**src/sv/first_fit_segment_allocator_top_macros.svh**
```systemverilog
// ----------------------------------------------------------------------------
// first_fit_segment_allocator_top_macros
// Assertion helpers for the segment allocator.
// ----------------------------------------------------------------------------
`ifndef FIRST_FIT_SEGMENT_ALLOCATOR_TOP_MACROS_SVH
`define FIRST_FIT_SEGMENT_ALLOCATOR_TOP_MACROS_SVH

// same-cycle implication
`define FFSA_ASSERT_NOW(lbl, ante, cons, msg) \
  lbl: assert property (@(posedge clk) disable iff (!rst_n) (ante) |-> (cons)) else $error(msg);

// next-cycle implication
`define FFSA_ASSERT_NEXT(lbl, ante, cons, msg) \
  lbl: assert property (@(posedge clk) disable iff (!rst_n) (ante) |=> (cons)) else $error(msg);

`endif

```
**src/sv/ffsa_pkg.sv**
```systemverilog
// ----------------------------------------------------------------------------
// ffsa_pkg
// Shared types and constants of the first-fit segment allocator.
// ----------------------------------------------------------------------------
`default_nettype none
package ffsa_pkg;

  localparam int UNIT_SHIFT = 6;
  localparam logic [15:0] ARENA_RESET = 16'd16384;

  typedef enum logic [1:0] {
    ST_OK      = 2'd0,
    ST_NO_FIT  = 2'd1,
    ST_FULL    = 2'd2,
    ST_UNKNOWN = 2'd3
  } status_t;

  typedef enum logic [2:0] {
    C_NOP,
    C_INIT,
    C_EXACT,
    C_SPLIT,
    C_FREE,
    C_MERGE
  } cop_t;

  // per-cell command decode
  typedef struct packed {
    cop_t op;
    logic is_pos;   // cell is the addressed entry
    logic is_next;  // cell is the entry right after it
    logic shift;    // cell takes its neighbor's entry
  } cell_ctl_t;

  typedef enum logic [2:0] {
    S_IDLE,
    S_SCAN_A,
    S_SCAN_F,
    S_GATHER,
    S_MARK,
    S_UP,
    S_DN,
    S_RESP
  } state_t;

endpackage
`default_nettype wire

```
**src/sv/ffsa_cell.sv**
```systemverilog
// ----------------------------------------------------------------------------
// ffsa_cell
// One segment table entry; shifts with its neighbors on insert and delete.
// ----------------------------------------------------------------------------
`default_nettype none
module ffsa_cell #(
  parameter bit         FIRST = 1'b0,
  parameter logic [5:0] HDR   = 6'd32
) (
  input  wire                    clk,
  input  wire                    rst_n,
  input  ffsa_pkg::cell_ctl_t    ctl,
  input  wire  [16:0]            need,
  input  wire  [21:0]            size,
  input  wire  [21:0]            off,
  input  wire  [15:0]            cfg_units,
  input  wire  [15:0]            lo_st,
  input  wire  [15:0]            lo_un,
  input  wire                    lo_used,
  input  wire  [21:0]            lo_rb,
  input  wire  [15:0]            hi_st,
  input  wire  [15:0]            hi_un,
  input  wire                    hi_used,
  input  wire  [21:0]            hi_rb,
  output logic [15:0]            st_r,
  output logic [15:0]            un_r,
  output logic                   used_r,
  output logic [21:0]            rb_r,
  output logic                   fit,
  output logic                   eq,
  output logic                   match
);
  import ffsa_pkg::*;

  logic [15:0] st_nxt, un_nxt;
  logic        used_nxt;
  logic [21:0] rb_nxt;
  logic [21:0] pay;

  assign pay   = {st_r, 6'd0} + {16'd0, HDR};
  assign fit   = !used_r && ({1'b0, un_r} >= need);
  assign eq    = ({1'b0, un_r} == need);
  assign match = used_r && (pay == off);

  always_comb begin
    st_nxt   = st_r;
    un_nxt   = un_r;
    used_nxt = used_r;
    rb_nxt   = rb_r;
    case (ctl.op)
      C_INIT: begin
        used_nxt = 1'b0;
        if (ctl.is_pos) begin
          st_nxt = 16'd0;
          un_nxt = cfg_units;
        end
      end
      C_EXACT: begin
        if (ctl.is_pos) begin
          used_nxt = 1'b1;
          rb_nxt   = size;
        end
      end
      C_SPLIT: begin
        if (ctl.is_pos) begin
          un_nxt = un_r - need[15:0];
        end else if (ctl.is_next) begin
          st_nxt   = lo_st + lo_un - need[15:0];
          un_nxt   = need[15:0];
          used_nxt = 1'b1;
          rb_nxt   = size;
        end else if (ctl.shift) begin
          st_nxt   = lo_st;
          un_nxt   = lo_un;
          used_nxt = lo_used;
          rb_nxt   = lo_rb;
        end
      end
      C_FREE: begin
        if (ctl.is_pos) used_nxt = 1'b0;
      end
      C_MERGE: begin
        if (ctl.is_pos) begin
          un_nxt = un_r + hi_un;
        end else if (ctl.shift) begin
          st_nxt   = hi_st;
          un_nxt   = hi_un;
          used_nxt = hi_used;
          rb_nxt   = hi_rb;
        end
      end
      default: ;
    endcase
  end

  always_ff @(posedge clk) begin
    if (!rst_n) begin
      st_r   <= 16'd0;
      un_r   <= FIRST ? ARENA_RESET : 16'd0;
      used_r <= 1'b0;
    end else begin
      st_r   <= st_nxt;
      un_r   <= un_nxt;
      used_r <= used_nxt;
    end
  end

  always_ff @(posedge clk) begin
    rb_r <= rb_nxt;
  end

endmodule
`default_nettype wire

```
**config.mk**
```make
export PLATFORM = sky130hd
export DESIGN_NAME = ffsa_cell
export DESIGN_NICKNAME = d
export VERILOG_FILES = /design/src/sv/first_fit_segment_allocator_top_macros.svh /design/src/sv/ffsa_pkg.sv /design/src/sv/ffsa_cell.sv
export SDC_FILE = /design/constraint.sdc
export NUM_CORES = 1
export LEC_CHECK = 0
export BUFFER_PORTS_ARGS = -buffer_cell sky130_fd_sc_hd__buf_2
export CORE_MARGIN = 10
export CORE_UTILIZATION = 45
export DETAILED_ROUTE_END_ITERATION = 8
export PLACE_DENSITY = 0.78
export SETUP_SLACK_MARGIN = 0.4
export SKIP_CTS_REPAIR_TIMING = 1
export SYNTH_ARGS = -nofsm -noshare
export SYNTH_HDL_FRONTEND = slang
export SYNTH_SLANG_ARGS = --single-unit
```
**constraint.sdc**
```tcl
create_clock -name clk -period 3.51 [get_ports clk]
set_clock_uncertainty 0.2 [all_clocks]
set_input_delay 0.5265 -clock clk [delete_from_list [all_inputs] [get_ports clk]]
set_output_delay 0.5265 -clock clk [all_outputs]
set_load 0.02 [all_outputs]
```
Word-level counts from Yosys, hierarchy flattened
Index checks and enable logic that the tools add are counted.
{"block": "totals", "register_bits": 55, "latchBits": 0, "mem_count": 0, "out_inout_bits": 58, "word_cells": 65, "rom_bits": 0, "in_bits": 195, "ramBits": 0}
{"block": "classes", "n_eq_ne": 16, "mul": 0, "div_mod_pow": 0, "n_addsub": 5, "magnitude_cmp": 1, "n_shift": 0, "reduce_logical": 10, "n_bitwise": 0, "mux": 29}
{"cell": "$mux 16", "count": 12}
{"cell": "$mux 22", "count": 6}
{"cell": "$pmux 16 s3", "count": 2}
{"cell": "$pmux 22 s3", "count": 1}
{"cell": "$add 16x16->16", "count": 2}
{"cell": "$sub 16x16->16", "count": 2}
{"cell": "$add 22x6->22 const B", "count": 1}
{"cell": "$eq 22x22->1", "count": 1}
{"cell": "$eq 16x17->1", "count": 1}
{"cell": "$ge 16x17->1", "count": 1}
{"cell": "$ne 2x2->1 const B", "count": 6}
{"cell": "$reduce_and 6->1", "count": 2}
{"cell": "$mux 1", "count": 7}
{"cell": "$reduce_and 7->1", "count": 1}
{"cell": "$eq 3x2->1 const B", "count": 2}
{"cell": "$eq 3x3->1 const B", "count": 2}
{"cell": "$ne 3x3->1 const B", "count": 2}
{"cell": "$reduce_bool 3->1", "count": 2}
{"cell": "$pmux 1 s5", "count": 1}
{"cell": "$reduce_bool 5->1", "count": 1}
{"cell": "$ne 4x4->1 const B", "count": 1}
{"cell": "$reduce_and 4->1", "count": 1}
{"cell": "$eq 3x1->1 const B", "count": 1}
{"cell": "$logic_and 1x1->1", "count": 2}
{"cell": "$logic_not 1->1", "count": 1}

Depth between registers and ports, before layout
Gate-level depths: netlist (run 1).
{"block": "logic_depth", "ltp_word": 5, "depth_mapped": 12, "ltp_nobuf": 12}

Worst setup path before layout (run 1)
No wires, ideal clock.
{"block": "synth_path", "kind": "input -> register", "start": "input port lo_st[1]", "end": "register st_r[10]", "n_path_buf": 0, "slack_ps": 64, "t_required_ps": 3188, "setup_time_ps": 122, "stages": 10, "arrival_time_ps": 3124, "path_cell_list": "inv_1 -> fa_1 -> inv_1 -> fa_1 -> a211o_1 -> a2111oi_1 -> o21ai_1 -> or2_1 -> xor2_1 -> a221o_1"}
{"block": "synth_via", "elab_chain_len": 5}
{"element": "from (decl)", "line_no": "ffsa_cell.sv:17", "text": "input wire [15:0] lo_st,"}
{"element": "$add 16x16->16", "line_no": "ffsa_cell.sv:68", "text": "st_nxt = lo_st + lo_un - need[15:0];"}
{"element": "$sub 16x16->16", "line_no": "ffsa_cell.sv:68"}
{"element": "$mux 16", "line_no": "ffsa_cell.sv:67", "text": "end else if (ctl.is_next) begin"}
{"element": "$mux 16", "line_no": "ffsa_cell.sv:65", "text": "if (ctl.is_pos) begin"}
{"element": "$pmux 16 s3", "line_no": "ffsa_cell.sv:50", "text": "case (ctl.op)"}
{"element": "to (signal assigned)", "line_no": "ffsa_cell.sv:102", "text": "st_r <= st_nxt;"}
{"element": "to (decl)", "line_no": "ffsa_cell.sv:25", "text": "output logic [15:0] st_r,"}
No other way between the ends. The select of a mux whose other input is x is not followed.
A chain may end at the register's enable or synchronous reset.

Worst setup path after layout (run 1)
{"block": "layout_path", "start": "register un_r[1]", "end": "output port fit"}
{"block": "layout_via", "elab_chain_len": 2}
{"element": "from (decl)", "line_no": "ffsa_cell.sv:26", "text": "output logic [15:0] un_r,"}
{"element": "from (signal assigned)", "line_no": "ffsa_cell.sv:99", "text": "un_r <= FIRST ? ARENA_RESET : 16'd0;"}
{"element": "from (signal assigned)", "line_no": "ffsa_cell.sv:103", "text": "un_r <= un_nxt;"}
{"element": "$ge 16x17->1", "line_no": "ffsa_cell.sv:41", "text": "assign fit = !used_r && ({1'b0, un_r} >= need);"}
{"element": "$logic_and 1x1->1", "line_no": "ffsa_cell.sv:41"}
{"element": "to (decl)", "line_no": "ffsa_cell.sv:29", "text": "output logic fit,"}
No other way between the ends.

==> results of run 1 <==
where the power goes:
| part | internal [W] | leakage [nW] | switching [W] |
|---|---|---|---|
| Combinational | 0.000555 | 3.49 | 0.000697 |
| Sequential | 0.000711 | 0.469 | 0.0000367 |
| Clock | 0.000271 | 0.0708 | 0.000253 |
| Total | 0.00154 | 4.03 | 0.000988 |
cell type report:
cell class                 count  area [um^2]  share of cell area
multi-input combinational    583         4546              0.5558
timing repair buffer         283         1513              0.1850
sequential                    55         1330              0.1626
inverter                     111        419.2             0.05125
tap                          176        220.2             0.02693
clock buffer                   5        125.1             0.01530
clock inverter                 3        25.02            0.003060
registers in the layout, indices dropped and copies added (netlist names):
name / count
rb_r: 22
st_r: 16
un_r: 16
used_r: 1
cell usage in the layout (no fill, tap or decap), drive strengths merged, types with 3 or more instances in the layout:
cell type	n
nand2b	10
nor4	5
a2111oi	3
o22ai	4
edfxtp	22
inv	113
o221ai	5
xor2	22
buf	283
clkbuf	5
nor2b	12
o311a	3
a21o	14
a22oi	15
o21bai	10
a211o	3
a222oi	23
o22a	3
nand3	15
nor2	41
o211ai	10
o21ai	58
nand2	49
a21boi	4
nand4	6
ha	47
o21a	14
xnor2	21
o31a	3
a21oi	46
a221oi	10
a211oi	12
and3	4
dfxtp	33
fa	17
mux2i	23
nor3b	5
nor3	19
a31oi	13
per-layer routing:
layer / track usage / up-vias
met4: 0.04751 / 0
met2: 0.4095 / 332
met1: 0.3151 / 3311
met3: 0.03496 / 25
met5: 0 / -
li1: - / 3394
Yosys cell counts (5+ instances only):
cell | instances | area [um^2]
mux2i_1 | 23 | 230.2
xnor2_1 | 21 | 183.9
fa_1 | 17 | 340.3
a211oi_1 | 11 | 82.58
a22oi_1 | 15 | 112.6
o21ai_0 | 55 | 275.3
edfxtp_1 | 22 | 660.6
inv_1 | 111 | 416.7
nand2_1 | 49 | 183.9
o21bai_1 | 10 | 75.07
o221ai_1 | 5 | 43.79
nor2b_1 | 12 | 75.07
a21oi_1 | 45 | 225.2
nand2b_1 | 10 | 62.56
o21a_1 | 13 | 97.59
nor4_1 | 5 | 31.28
o211ai_1 | 10 | 75.07
nor3b_1 | 5 | 37.54
nor3_1 | 19 | 95.09
a222oi_1 | 23 | 230.2
nand3_1 | 15 | 75.07
clkbuf_1 | 26 | 97.59
xor2_1 | 22 | 192.7
ha_1 | 47 | 588.1
nor2_1 | 41 | 153.9
a221oi_1 | 9 | 78.83
a31oi_1 | 13 | 81.33
nand4_1 | 6 | 37.54
a21o_1 | 14 | 105.1
dfxtp_1 | 33 | 660.6
per-stage QoR:
step / power [W] / hold WS, ns
CTS: 0.002457 / 0.2548
global route: 0.002682 / 0.2719
global placement: 0.001921 / 0.2956
floorplan: 0.001543 / 0.3629
finish: 0.002524 / 0.2553
detailed placement: 0.001929 / 0.3146
cells by family (layout without fill, tap and decap cells):
kind of cell    after synthesis  after routing  share of synthesized area
compound gates              271            271                     0.3072
xor+xnor                     43             43                    0.06032
fa+ha+maj                    64             64                     0.1487
buf+inv                     144            402                    0.08998
flops                        55             55                     0.2116
mux                          25             25                    0.04048
simple gates                180            180                     0.1417
how the worst max path moves through the flow:
| stage | start | end | slack (ns) |
|---|---|---|---|
| 3_5_place_dp | need[8] | fit | 0.04 |
| 2_1_floorplan | need[1] | st_r[10] | 0.32 |
| 6_report | un_r[1] | fit | 0.30 |
| 3_3_place_gp | need[1] | st_r[10] | 0.07 |
| 4_1_cts | un_r[11] | fit | 0.01 |
| 5_1_grt | un_r[7] | fit | 0.24 |
worst max-delay path, delay by kind of cell, from the launching register on:
kind | cells | cell delay [ns]
buffers and inverters | 1 | 0.16
adder cells (fa/ha/maj) | 1 | 0.21
AND/OR/NAND/NOR | 3 | 0.40
AO/OA/AOI/OAI | 4 | 1.00
flip-flops | 1 | 0.40
==> results.toml, run 1 <==
[run_status]
status = "complete, but fails checks"
failed_checks = "DRC"

[synthesis]
synth-seq-cells = 55
synth-edff-count = 22
synth_fp_nets = 1041
seq_area_frac_synth = 0.2116
synth_cell_types = 76
yosysWarnings = 0
syn_area_um2 = 6243
async_reset_ff_frac = 0
avgSynthCellArea_um2 = 7.984
synth_ff_type = "dfxtp_1"
synthCells = 782

[power]
vdd.ir_drop.worst_mv = 0.1707
leakagePower_nw = 4.029
p_per_area_nw_per_um2 = 308.7

[finish]
fillCellCount = 1266
final_nets = 1298
n_antenna_cell = 0
areaGrowthSynthToFinish_pct = 30.98
finalCoreUtilization = 0.6103
postLayoutCellArea_um2 = 8178
drive_gt1_frac = 0.3240
final_cells = 1216

[routing]
via_per_inst = 5.808
vias = 7062
drc_errors = 7
wl_met1_mm = 10.33
wl_per_cell_um = 20.34
dr_wl_met3_mm = 1.934
finalWirelength_mm = 24.74
antenna_left = 0
wl_met2_mm = 12.15
dr.pass1.iters = 9
drtIter0Drc = 692
highest_layer = "met4"

[placement]
place_inst = 1202
place_area_um2 = 7805
dp_hpwl_mm = 20.36
io_buffers = 252
place_congestion = 0.9977
post-place-ws_ns = 0.03528

[worst_setup_path]
cp_cell_sequence = "ha_4 > nor2b_2 > o31a_1 > nor3_2 > o21ai_1 > o31a_1 > a211oi_2 > nor3_2 > buf_4"
worstPathRequired_ns = 2.78
rr_endpoint = "un_r[12]"
crit_path_top_delay_cell = "dfxtp_4"
r2r_cells = 11
critPathLaunchType = "flip-flop"
ff2ff_setup_slack_ns = 0.58
cp_slowest_stage_delay_ns = 0.40
r2r_start = "un_r[0]"
cp_data_arrival_time_ns = 2.48
cp-end-kind = "output pin"
path_class = "reg2out"
crit_fanout = 5

[global_routing]
grt_max_degree = 43
antenna_found_initial = 0
grt_pass1_wl_mm = 36.25
gr-usage-all-layers = 0.2402
overflow = 0
grt_pass1_vias = 6699

[sta]
relSlewSlack = 0.5821
setup_viol = 0
drv_slew = 0
finalSetupTns_ns = 0
period_share = 0.9133
period_minus_slack_ns = 3.206
worstMarginPinSlew_ns = 0.6227
rsz0062_at_grt = "true"
max_freq_mhz = 311.9
hold_viol = 0
worst_slack_ns = 0.3043

[die]
die_y_um = 137.8
io_pins = 253
die_x_um = 137.8
core-area_um2 = 13400
core.rowCount = 42
die_area_um2 = 18990
start_util = 0.4659

[cts]
cts_root_buf = "clkbuf_16"
clock_sinks = 55
insertion_delay_ns = 0.30
cts_made_buffers = 5
clock_path_buffers = 2
ctsHtreeMaxLevel = 2
cts_tree = "built"
clk_pin_slew_worst_paths_ns = 0.07

[flow_run]
max_cap_violations = 0

[hold_path]
hold_path_depth = 3
min_to = "st_r[6]"
hold_class = "in2reg"
min_from = "hi_st[6]"
Power figures use the tool's default switching activity.
==> inputs of run 2 (changes only) <==
--- a/config.mk
+++ b/config.mk
@@ -5,11 +5,12 @@
 export SDC_FILE = /design/constraint.sdc
 export NUM_CORES = 1
 export LEC_CHECK = 0
+export ABC_AREA = 1
 export BUFFER_PORTS_ARGS = -buffer_cell sky130_fd_sc_hd__buf_2
-export CORE_MARGIN = 10
-export CORE_UTILIZATION = 45
+export CAP_MARGIN = 20
+export CORE_UTILIZATION = 47
 export DETAILED_ROUTE_END_ITERATION = 8
-export PLACE_DENSITY = 0.78
+export PLACE_DENSITY = 0.8
 export SETUP_SLACK_MARGIN = 0.4
 export SKIP_CTS_REPAIR_TIMING = 1
 export SYNTH_ARGS = -nofsm -noshare
==> run 2 against run 1 <==
Against the previous run:
- the flow now finishes without violations
- cell area is 3.8% higher
- sequential share of layout area shrank 0.70 points
- total power is 7.7% higher
- clock-buffer cell count unchanged
- synthesized cell count grew 46%
- first-iteration DRC count down 17%
- flip-flop and latch count did not move
- setup slack better by 0.24 ns
- sequential power grew 6.1%
==> results.toml, run 2 <==
[placement]
place_inst = 1546
place_area_um2 = 8310
place_congestion = 0.9261
io_buffers = 252
dp_hpwl_mm = 19.69

[power]
combPwrFrac = 0.499
intPower_w = 0.001572
seqPwrFrac = 0.292
clockPowerShare = 0.209
p_switching_w = 0.001148
p_per_area_nw_per_um2 = 320.3
swShare = 0.4221
leakagePower_nw = 4.737
vdd.ir_drop.worst_mv = 0.1797

[finish]
top_register = "rb_r"
final_common_cell = "nand2_1"
final_nets = 1632
final_cells = 1555
layout_common_cells = "306 x nand2_1, 252 x buf_2, 208 x inv_1"
fillCellCount = 1430
largestRegisters = "rb_r (22), st_r (16), un_r (16)"
postLayoutCellArea_um2 = 8492
drive_gt1_frac = 0.2119
areaGrowthSynthToFinish_pct = 22.75
largest_reg_flops = 22

[cts]
cts_tree = "built"
clk_pin_slew_worst_paths_ns = 0.07
cts_made_buffers = 5
clock_path_buffers = 2
clock_sinks = 55
cts_root_buf = "clkbuf_16"
insertion_delay_ns = 0.30
ctsHtreeMaxLevel = 2

[synthesis]
synth-seq-cells = 55
synth_ff_type = "dfxtp_1"
synth_area_leaders = "nand2_1 17%, inv_1 11%, dfxtp_1 9.5%"
synth_top_area_frac = 0.1660
synth_cell_types = 51
avgSynthCellArea_um2 = 6.058
syn_area_um2 = 6918
yosys.area.top_type = "nand2_1"
async_reset_ff_frac = 0
yosysMostFrequentCell = "nand2_1"
synthCells = 1142
yosysWarnings = 0
synth_fp_nets = 1401
synth-edff-count = 22
yosys-top-cells-count = "306 x nand2_1, 208 x inv_1, 102 x nor2_1"
seq_area_frac_synth = 0.1910

[sta]
max_freq_mhz = 337.2
setup_viol = 0
drv_slew = 0
hold_viol = 0
period_minus_slack_ns = 2.966
relSlewSlack = 0.4319
finalSetupTns_ns = 0
period_share = 0.8450
worstMarginPinSlew_ns = 0.8512
rsz0062_at_grt = "false"

[routing]
finalWirelength_mm = 23.83
dr.pass1.iters = 5
drtIter0Drc = 573
vias = 8169
wl_met2_mm = 11.15
antenna_left = 0
dr_wl_met3_mm = 1.668
via_per_inst = 5.253
wl_met1_mm = 10.60
wl_per_cell_um = 15.32
highest_layer = "met5"
drc_errors = 0

[die]
die_area_um2 = 15210
core-area_um2 = 14100
die_y_um = 123.3
core.rowCount = 43
start_util = 0.4908
io_pins = 253
die_x_um = 123.3

[global_routing]
grt_max_degree = 42
grt_pass1_wl_mm = 36.00
antenna_found_initial = 3
gr-usage-all-layers = 0.3085
overflow = 0
grt_pass1_vias = 7253

[worst_setup_path]
crit_fanout = 6
path_class = "reg2out"
r2r_cells = 14
cp-end-kind = "output pin"
cp_data_arrival_time_ns = 2.24
worstPathRequired_ns = 2.78
critPathLaunchType = "flip-flop"
ff2ff_setup_slack_ns = 1.07
rr_endpoint = "un_r[6]"
r2r_start = "un_r[0]"

[hold_path]
hold_class = "reg2reg"
min_to = "st_r[5]"
min_from = "st_r[5]"
hold_path_depth = 2

[flow_run]
max_cap_violations = 0

[run_status]
status = "complete, no violations"
-- run 2: cell count changes after synthesis, sizes merged, moves of 19 or more --
cell,delta
inv,+103
mux2i,-23
a21oi,+45
nand3,+80
nand2,+260
a222oi,-23
nor2,+62
o211ai,+19
-- run 2: power groups by stage --
stage          logic, W  clock network [W]  registers [W]
2_1_floorplan  0.000852                  0       0.000871
3_3_place_gp    0.00132                  0       0.000804
3_5_place_dp    0.00133                  0       0.000807
5_1_grt         0.00152           0.000604       0.000800
4_1_cts         0.00134           0.000573       0.000792
6_report        0.00136           0.000569       0.000794
-- run 2: stage by stage --
step / power (W) / hold slack, ns / utilization / worst slack (ns)
floorplan: 0.001723 / 0.3519 / - / 0.5702
global placement: 0.002123 / 0.2710 / 0.5896 / 0.3469
detailed placement: 0.002139 / 0.2779 / 0.5896 / 0.3566
CTS: 0.002706 / 0.2833 / 0.6011 / 0.4361
global route: 0.002925 / 0.2873 / 0.6024 / 0.4242
finish: 0.002720 / 0.2842 / 0.6024 / 0.5441
-- run 2: logic make-up (layout without fill, tap and decap cells) --
family	after synthesis	after routing	synth area share
compound gates	216	216	0.1825
xor+xnor	24	24	0.03039
fa+ha+maj	64	64	0.1342
buf+inv	251	482	0.1423
flops	55	55	0.1910
other cells	0	2	0
simple gates	532	532	0.3196
-- run 2: worst max-delay path by stage --
stage | slack (ns) | to | from | cells after the start
global route | 0.42 | fit | un_r[10] | 9
floorplan | 0.57 | fit | need[10] | 9
finish | 0.54 | fit | un_r[10] | 9
CTS | 0.44 | fit | need[10] | 11
global placement | 0.35 | st_r[6] | lo_st[1] | 14
detailed placement | 0.36 | st_r[6] | lo_st[1] | 14
-- run 2: layout make-up --
type / count / area, um^2 / share of cell area
Tap cell: 180 / 225.2 / 0.02652
Timing Repair Buffer: 260 / 1321 / 0.1556
Inverter: 215 / 812.0 / 0.09562
Multi-Input combinational cell: 836 / 4644 / 0.5469
Antenna cell: 2 / 5.005 / 0.0005894
Clock buffer: 5 / 125.1 / 0.01473
Clock inverter: 2 / 37.54 / 0.004420
Sequential cell: 55 / 1321 / 0.1556
-- run 2: critical path: stages (launching register included) --
cell	delay, ns
dfxtp_1	0.38
ha_2	0.41
nand2_1	0.12
nor2_1	0.15
inv_1	0.06
nor2_2	0.17
nor4b_4	0.25
a21oi_1	0.07
a21oi_1	0.13
buf_2	0.18
-- run 2: metal layers --
layer / GRT usage / up-vias
li1: - / 4145
met1: 0.4211 / 3700
met2: 0.5063 / 291
met3: 0.04659 / 31
met4: 0.07831 / 2
met5: 0 / -
==> inputs of run 3 (changes only) <==
--- a/config.mk
+++ b/config.mk
@@ -5,12 +5,12 @@
 export SDC_FILE = /design/constraint.sdc
 export NUM_CORES = 1
 export LEC_CHECK = 0
-export ABC_AREA = 1
+export ABC_AREA = 0
 export BUFFER_PORTS_ARGS = -buffer_cell sky130_fd_sc_hd__buf_2
 export CAP_MARGIN = 20
-export CORE_UTILIZATION = 47
+export CORE_UTILIZATION = 45
 export DETAILED_ROUTE_END_ITERATION = 8
-export PLACE_DENSITY = 0.8
+export PLACE_DENSITY = 0.78
 export SETUP_SLACK_MARGIN = 0.4
 export SKIP_CTS_REPAIR_TIMING = 1
 export SYNTH_ARGS = -nofsm -noshare
==> constraint.sdc (replaced) <==
create_clock -name clk -period 2.4 [get_ports clk]
set_clock_uncertainty 0.2 [all_clocks]
set_input_delay 0.36 -clock clk [delete_from_list [all_inputs] [get_ports clk]]
set_output_delay 0.36 -clock clk [all_outputs]
set_load 0.02 [all_outputs]
==> run 3 against run 2 <==
Against the previous run:
- the flow now finishes with violations (DRC, setup timing)
- combinational power up 87%
- clock-buffer cell count unchanged
- critical path depth unchanged
- routed wire length up 6.2%
- largest cell class unchanged
- register-to-register slack worse by 1.4 ns
- sequential power up 36%
- flip-flop and latch count unchanged
- total power up 62%
- cell count down 13%
- via count down 3.2%
- clock power up 37%
- cell area up 18%
==> results.toml, run 3 (synthesis results as in run 1) <==
[run_status]
status = "complete, but fails checks"
failed_checks = "DRC, setup timing"

[routing]
drtIter0Drc = 785
wl_per_cell_um = 18.64
dr.pass1.iters = 9
vias = 7909
finalWirelength_mm = 25.29
drc_errors = 9
via_per_inst = 5.828
antenna_left = 0

[worst_setup_path]
crit_path_top_delay_cell = "dfxtp_4"
cp_cell_sequence = "ha_4 > nor2b_4 > o31a_1 > nor3_2 > o21ai_2 > o31a_1 > a211oi_2 > nor3_2 > buf_4"
path_depth = 9
worstPathRequired_ns = 1.84
cp_slowest_stage_delay_ns = 0.36
r2r_cells = 11
cp_data_arrival_time_ns = 2.47
ff2ff_setup_slack_ns = -0.32
cp-end-kind = "output pin"
path_buf_inv = 1
critPathLaunchType = "flip-flop"
crit_fanout = 2
crit_family = "compound AO/OA/AOI/OAI gates"
path_class = "reg2out"

[sta]
hold_viol = 0
rsz0062_at_grt = "true"
period_share = 1.262
setup_viol = 22
relSlewSlack = 0.5072
drv_slew = 0
max_freq_mhz = 330.1
worst_slack_ns = -0.6295
period_minus_slack_ns = 3.029
worstMarginPinSlew_ns = 0.7343

[die]
die_y_um = 119.8
core-area_um2 = 13400
die_x_um = 119.8
io_pins = 253
core.rowCount = 42
die_area_um2 = 14350
start_util = 0.4659

[cts]
clk_pin_slew_worst_paths_ns = 0.08
clock_path_buffers = 2
clock_sinks = 55
ctsHtreeMaxLevel = 2
cts_made_buffers = 5
cts_root_buf = "clkbuf_16"
insertion_delay_ns = 0.30
cts_tree = "built"

[finish]
largestRegisters = "rb_r (22), st_r (16), un_r (16)"
postLayoutCellArea_um2 = 10000
final_nets = 1438
largest_reg_flops = 22
drive_gt1_frac = 0.4873
top_register = "rb_r"
layout_common_cells = "245 x buf_2, 154 x buf_4, 92 x inv_1"
final_common_cell = "buf_2"
areaGrowthSynthToFinish_pct = 60.22

[global_routing]
use_met1 = 0.4056
grt_pass1_vias = 7307
grt_max_degree = 38
antenna_found_initial = 1
grt_use_met3 = 0.04658
gr-usage-all-layers = 0.3202
overflow = 0
top_usage_layer = "met2"
use_met2 = 0.5466
grt_pass1_wl_mm = 36.16

[placement]
dp_hpwl_mm = 19.22
place_congestion = 0.9510
io_buffers = 252
place_area_um2 = 9200
post-place-ws_ns = -0.8979

[power]
vdd.ir_drop.worst_mv = 0.2783
p_total_w = 0.004396
p_per_area_nw_per_um2 = 439.5
leakagePower_nw = 4.857

[hold_path]
hold_path_depth = 3
hold_class = "in2reg"

[flow_run]
max_cap_violations = 0
[run 3: layer usage]
layer,up-vias,wire length (um)
li1,3667,-
met1,3756,10220
met2,408,12390
met3,78,1822
met4,0,862
met5,-,0
[run 3: tightest hold or removal path: cells and delay by family]
kind                   cells  cell delay, ns
buffers and inverters      1            0.08
AOI/OAI and AO/OA          2            0.11
[run 3: stage by stage]
step / setup TNS, ns / util / hold slack (ns) / instances
after global placement: -10.71 / 0.6866 / 0.2923 / 1333
final: -5.239 / 0.7465 / 0.08200 / 1357
after CTS: -5.933 / 0.6978 / 0.08358 / 1341
after global routing: -7.187 / 0.7465 / 0.09872 / 1357
after floorplan: -3.440 / - / 0.2910 / 782
after detailed placement: -11.34 / 0.6866 / 0.3052 / 1333
[run 3: worst paths after layout]
kind / from / endpoint
worst max-delay path: un_r[1] / fit
worst min-delay path: hi_st[6] / st_r[6]
worst min register to register: st_r[7] / st_r[7]
worst max register to register: un_r[0] / un_r[12]
[run 3: power by group]
part           total [W]  switching [W]  internal [W]
clock           0.000780       0.000383      0.000396
sequential       0.00108      0.0000409       0.00104
combinational    0.00254        0.00129       0.00125
[run 3: cell type report]
cell class                      instances  area [um^2]
Fill cell                             992         3397
Timing Repair Buffer                  423         2691
Clock inverter                          3        25.02
Sequential cell                        55         1363
Inverter                              111        431.7
Tap cell                              176        220.2
Multi-Input combinational cell        583         5145
Antenna cell                            1        2.502
Clock buffer                            5        125.1
